[src/hdl/assert_macros.svh]
// Assertion macros shared by the SM3 lane unit.
// Depends on nothing; included by modules that carry assertions.
`ifndef ASSERT_MACROS_SVH
`define ASSERT_MACROS_SVH
// Implication checked on every rising clock edge outside reset.
`define ASSERT_IMPL(label, clk, rst_n, ante, cons) \
    label: assert property (@(posedge clk) disable iff (!rst_n) (ante) |-> (cons)) \
        else $error("assertion failed");
// Next-cycle implication.
`define ASSERT_NEXT(label, clk, rst_n, ante, cons) \
    label: assert property (@(posedge clk) disable iff (!rst_n) (ante) |=> (cons)) \
        else $error("assertion failed");
`endif

[src/hdl/sm3_pkg.sv]
// Package for the eight-lane SM3 unit: constants and round helpers.
// No dependencies.
package sm3_pkg;
    localparam int IoLanes = 8;
    localparam int DefLanes = 8;
    localparam logic [255:0] Iv = {
        32'h7380166f, 32'h4914b2b9, 32'h172442d7, 32'hda8a0600,
        32'ha96f30bc, 32'h163138aa, 32'he38dee4d, 32'hb0fb0e4e};

    function automatic logic [31:0] rotl(input logic [31:0] x, input logic [4:0] n);
        logic [63:0] d;
        d = {x, x} << n;
        return d[63:32];
    endfunction

    function automatic logic [31:0] iv_word(input logic [2:0] i);
        logic [255:0] s;
        s = Iv << {i, 5'd0};
        return s[255:224];
    endfunction

    function automatic logic [31:0] p0(input logic [31:0] x);
        return x ^ rotl(x, 5'd9) ^ rotl(x, 5'd17);
    endfunction

    function automatic logic [31:0] p1(input logic [31:0] x);
        return x ^ rotl(x, 5'd15) ^ rotl(x, 5'd23);
    endfunction

    // Control from the sequencer to every lane core.
    typedef struct packed {
        logic        load_word;  // store an input word at word_pos
        logic [3:0]  word_pos;
        logic        init_cv;    // chaining value back to IV
        logic        start;      // begin compression, window from buffer or pad source
        logic        round;      // run one round
        logic [5:0]  round_idx;
        logic        finish;     // fold round registers into CV
        logic        pad_en;     // window comes from the pad builder
        logic        pad_second; // use the second pad block
        logic [3:0]  pos;        // words in buffer for the final block
        logic [2:0]  vbytes;
        logic [63:0] bits;
        logic        two_block;  // padding needs two blocks
        logic        overflow;   // message words fill the block exactly
    } ctl_t;
endpackage

[src/hdl/sm3_lane.sv]
// One SM3 lane: block buffer, message schedule window, round registers, CV.
// Depends on sm3_pkg.
module sm3_lane (
    input  logic            clk,
    input  logic            rst_n,
    input  sm3_pkg::ctl_t   ctl,
    input  logic [31:0]     in_word,
    input  logic [2:0]      dig_sel,
    output logic [31:0]     dig_word
);
    logic [31:0] buf_reg [16];
    logic [31:0] last_reg;
    logic [31:0] w_reg [16];
    logic [31:0] r_reg [8];
    logic [31:0] cv_reg [8];
    logic [31:0] pad_w [16];
    logic [31:0] w_new;
    logic [31:0] t_rot, a12, ss1, ss2, ff, gg, tt1, tt2;

    // Padded block word i, built from buffer, last word and length.
    always_comb
    begin
        logic [5:0] t;
        logic [31:0] mask;
        t = {ctl.pos, 2'b00} + {3'd0, ctl.vbytes};
        mask = (ctl.vbytes >= 3'd4) ? 32'hffffffff : ~(32'hffffffff >> {ctl.vbytes, 3'd0});
        for (int i = 0; i < 16; i++)
        begin
            pad_w[i] = 32'd0;
            if (!ctl.pad_second)
            begin
                if (4'(i) < ctl.pos)
                    pad_w[i] = buf_reg[i];
                else if (4'(i) == ctl.pos)
                    pad_w[i] = last_reg & mask;
                // a full final block carries no marker; it goes in the next block
                if (!ctl.overflow && 4'(i) == t[5:2])
                    pad_w[i] = pad_w[i] | (32'h80 << (5'd24 - {t[1:0], 3'd0}));
            end
            else if (ctl.overflow && i == 0)
                pad_w[i] = 32'h80000000;
            if (i == 14 && (ctl.two_block == ctl.pad_second))
                pad_w[i] = ctl.bits[63:32];
            if (i == 15 && (ctl.two_block == ctl.pad_second))
                pad_w[i] = ctl.bits[31:0];
        end
    end

    assign w_new = sm3_pkg::p1(w_reg[0] ^ w_reg[7] ^ sm3_pkg::rotl(w_reg[13], 5'd15))
                   ^ sm3_pkg::rotl(w_reg[3], 5'd7) ^ w_reg[10];

    always_comb
    begin
        t_rot = sm3_pkg::rotl((ctl.round_idx < 6'd16) ? 32'h79cc4519 : 32'h7a879d8a,
                              ctl.round_idx[4:0]);
        a12 = sm3_pkg::rotl(r_reg[0], 5'd12);
        ss1 = sm3_pkg::rotl(a12 + r_reg[4] + t_rot, 5'd7);
        ss2 = ss1 ^ a12;
        if (ctl.round_idx < 6'd16)
        begin
            ff = r_reg[0] ^ r_reg[1] ^ r_reg[2];
            gg = r_reg[4] ^ r_reg[5] ^ r_reg[6];
        end
        else
        begin
            ff = (r_reg[0] & r_reg[1]) | (r_reg[0] & r_reg[2]) | (r_reg[1] & r_reg[2]);
            gg = (r_reg[4] & r_reg[5]) | (~r_reg[4] & r_reg[6]);
        end
        tt1 = ff + r_reg[3] + ss2 + (w_reg[0] ^ w_reg[4]);
        tt2 = gg + r_reg[7] + ss1 + w_reg[0];
    end

    always_ff @(posedge clk)
    begin
        if (ctl.load_word)
        begin
            buf_reg[ctl.word_pos] <= in_word;
            last_reg <= in_word;
        end
        if (ctl.start)
        begin
            for (int i = 0; i < 16; i++)
                w_reg[i] <= ctl.pad_en ? pad_w[i] : buf_reg[i];
            for (int i = 0; i < 8; i++)
                r_reg[i] <= cv_reg[i];
        end
        else if (ctl.round)
        begin
            for (int i = 0; i < 15; i++)
                w_reg[i] <= w_reg[i + 1];
            w_reg[15] <= w_new;
            r_reg[3] <= r_reg[2];
            r_reg[2] <= sm3_pkg::rotl(r_reg[1], 5'd9);
            r_reg[1] <= r_reg[0];
            r_reg[0] <= tt1;
            r_reg[7] <= r_reg[6];
            r_reg[6] <= sm3_pkg::rotl(r_reg[5], 5'd19);
            r_reg[5] <= r_reg[4];
            r_reg[4] <= sm3_pkg::p0(tt2);
        end
    end

    always_ff @(posedge clk or negedge rst_n)
    begin
        if (!rst_n)
        begin
            for (int i = 0; i < 8; i++)
                cv_reg[i] <= sm3_pkg::iv_word(3'(i));
        end
        else if (ctl.init_cv)
        begin
            for (int i = 0; i < 8; i++)
                cv_reg[i] <= sm3_pkg::iv_word(3'(i));
        end
        else if (ctl.finish)
        begin
            for (int i = 0; i < 8; i++)
                cv_reg[i] <= cv_reg[i] ^ r_reg[i];
        end
    end

    assign dig_word = cv_reg[dig_sel];
endmodule
[config.mk]
export PLATFORM = sky130hd
export DESIGN_NAME = sm3_lane
export DESIGN_NICKNAME = d
export VERILOG_FILES = /design/src/hdl/assert_macros.svh /design/src/hdl/sm3_pkg.sv /design/src/hdl/sm3_lane.sv
export SDC_FILE = /design/constraint.sdc
export NUM_CORES = 2
export LEC_CHECK = 0
export BUFFER_PORTS_ARGS = -buffer_cell sky130_fd_sc_hd__buf_2
export CORE_ASPECT_RATIO = 2
export CORE_UTILIZATION = 40
export DETAILED_ROUTE_END_ITERATION = 10
export GPL_ROUTABILITY_DRIVEN = 1
export PLACE_DENSITY_LB_ADDON = 0.08
export REMOVE_ABC_BUFFERS = 1
export SKIP_LAST_GASP = 1
export SYNTH_ARGS = -nofsm -noshare
export SYNTH_HDL_FRONTEND = slang
export SYNTH_SLANG_ARGS = --single-unit
[constraint.sdc]
create_clock -name clk -period 19.76 [get_ports clk]
set_input_delay 1.976 -clock clk [delete_from_list [all_inputs] [get_ports clk]]
set_output_delay 1.976 -clock clk [all_outputs]
set_load 0.02 [all_outputs]
==> impl_metrics.tcl <==
set metrics [dict create \
    crit_family "compound AO/OA/AOI/OAI gates" \
    clock_latency_ns 0.87 \
    core_area_um2 210000 \
    clock_path_buffers 4 \
    finalWirelength_mm 402 \
    synth.area.top_cells "edfxtp_1 (47%), nand2_1 (5.1%), fa_1 (4.4%)" \
    slowest_stage "o21ai_0" \
    h-tree-depth 4 \
    cts_hold_buf 0 \
    postRouteAntennaNets 0 \
    via_count 65686 \
    viasPerCell 6.08 \
    final-max-slew-violation-count 0 \
    max-cap-violations 0 \
    worstHoldEndpoint "w_reg[0][249]" \
    start_util 0.403 \
    cts_resized 0 \
    grt_busiest_layer "met2" \
    drt_first_pass_iters 8 \
    finalSetupViolCount 0 \
    synth-edff-count 1312 \
    rr_worst_depth 27 \
    hp-class "register to register" \
    r2r-start "r_reg[0][26]" \
    drtIter0Drc 6643 \
    die_h_um 653 \
    skew_ns 0.0785 \
    critPathMaxStageDelay_ns 0.59 \
    drive_gt1_frac 0.104 \
    setup_slack_ns 8.38 \
    fmaxAchievable_mhz 87.9 \
    drc 0 \
    hold_start "w_reg[0][281]" \
    hold_viol_final 0 \
    cp-start-kind "input port" \
    min_path_cells 2 \
    use_met1 0.362 \
    cts_tree "done" \
    period_needed_ns 11.38 \
    crit_fanout 37 \
    nFillCells 20087 \
    critPathKind "input port to register" \
    cts_root_buffer "clkbuf_16" \
    tightest_slew_ns 1.38 \
    grt_usage 0.372 \
    area_growth_pct 10.4 \
    dpl_worst_slack_ns 7.58 \
    run_status "finished clean" \
    finalCritPeriodShare 0.576 \
    rows 238 \
    yosysTopAreaCellShare 0.465 \
    chipWidth_um 327 \
    grt_use_met2 0.658 \
    dieArea_um2 214000 \
    ys_types 91 \
    ioPinCount 159 \
    worstReg2RegEnd "r_reg[0][31]" \
    fin_setup_tns_ns 0 \
    routedWlPerCell_um 37.2 \
    fin_nets 8307 \
    numClockSinks 1568 \
    path_clk_slew_ns 0.07 \
    ys_seq_area_frac 0.543 \
    grt_pass1_wl_mm 542 \
    crit_buf_inv 6 \
    r2r_slack_ns 10.70 \
    critPathCaptureType "register" \
    required_ns 20.41 \
    gp_congestion 1.04 \
    yosysTopAreaCell "edfxtp_1" \
    grt_pass1_vias 65081 \
    ys_async_sr_fraction 0.163 \
    rsz0062_at_grt "false" \
    maxSlewHeadroom 0.0721 \
    gr-total-overflow 0 \
    synth_cells 7967 \
    port_buffers 158 \
    cp.arrival_ns 12.03 \
    antenna_found_initial 25 \
    cts_setup_buffers 0 \
    synth-seq-cells 1568 \
    syn_avg_cell_area_um2 10.6 \
    dp_hpwl_mm 280 \
    grt_start_max_net_pins 161 \
    grt_util_met3 0.0468 \
    ys.flop_type "edfxtp_1" \
    syn_area_um2 84700 \
    ys_warn_count 0 \
    cts_buffers 164 \
]
## cell usage in the layout (no fill, tap or decap), drive strengths merged, types with 22 or more instances in the layout
cell type  count
edfxtp      1312
nand2       1153
nor2         774
a21oi        741
o21ai        580
xnor2        338
inv          332
buf          308
a22oi        288
xor2         224
clkbuf       223
fa           188
dfrtp        137
and3         128
o21bai       127
dfstp        119
nor3         111
ha            98
o211ai        71
mux4          64
nand3         61
clkinv        55
a221oi        52
o22ai         50
mux2i         49
and2          46
a21o          40
mux2          38
diode         32
a221o         31
a222oi        31
nand2b        31
o221ai        24
nor2b         22
## layer usage
metal  share of wire  routed length (um)
met5        0.000094                  38
met3           0.054               21700
met1            0.31              124000
met4            0.12               50300
met2            0.51              206000
## stage by stage
| stage | hold WS (ns) | area [um^2] | instances | util |
|---|---|---|---|---|
| finish | 0.509 | 93500 | 10809 | 0.445 |
| global route | 0.523 | 93500 | 10800 | 0.445 |
| CTS | 0.489 | 93400 | 10777 | 0.444 |
| detailed placement | 0.507 | 88500 | 10488 | 0.421 |
| global placement | 0.499 | 88500 | 10487 | 0.421 |
| floorplan | 0.496 | 82600 | 7419 | - |
## synth_stat cells, types with 128 or more instances
master    count
a21oi_1     738
a22oi_1     288
and3_1      128
clkbuf_1    486
dfrtp_1     137
edfxtp_1   1312
fa_1        188
inv_1       329
nand2_1    1153
nor2_1      772
o21ai_0     552
xnor2_1     336
xor2_1      221
## cells by family (layout without fill, tap and decap cells)
family	count (synthesis)	after routing	synth area share
compound gates	2137	2137	0.155
xor+xnor	567	567	0.0599
fa+ha+maj	287	287	0.0590
buf+inv	879	929	0.0391
flops	1568	1568	0.543
mux	151	151	0.0279
other cells	0	32	0
simple gates	2378	2378	0.117
## layout make-up
cell class	instances	area, um^2	area share
Sequential cell	1568	46000	0.491
Inverter	331	1250	0.0134
Multi-Input combinational cell	5520	35700	0.382
Timing Repair Buffer	309	2100	0.0225
Antenna cell	32	80.1	0.000856
Clock buffer	222	4440	0.0475
Tap cell	2760	3450	0.0369
Clock inverter	67	510	0.00546
## worst reg2reg max path, cell delays in order, from the launching register on
cell and delay, ns:
edfxtp_1 0.82, inv_1 0.51, fa_1 0.69, inv_1 0.05, ha_1 0.23, or3_1 0.43, a311oi_2 0.50, o21ai_2 0.18
a41oi_1 0.54, o21ai_0 0.26, a21oi_1 0.20, xnor2_1 0.29, xor2_1 0.45, fa_1 0.52, fa_1 0.49, inv_1 0.04
ha_1 0.19, inv_1 0.08, fa_1 0.22, nor2b_1 0.08, o31a_1 0.29, o311a_1 0.45, a21o_1 0.23, and2_4 0.17
a21o_1 0.18, a31o_1 0.29, a2111o_1 0.40, o211ai_1 0.10
## how the worst max path moves through the flow
stage,start,end,cells past startpoint
2_1_floorplan,ctl[83],r_reg[1][8],2
4_1_cts,ctl[80],r_reg[0][31],37
3_3_place_gp,ctl[80],r_reg[0][31],37
3_5_place_dp,ctl[80],r_reg[0][31],37
5_1_grt,ctl[80],r_reg[0][31],37
6_report,ctl[80],r_reg[0][31],37
Power is not shown: default switching activity piles up to over one toggle a cycle in this logic, so the estimate is an artifact.
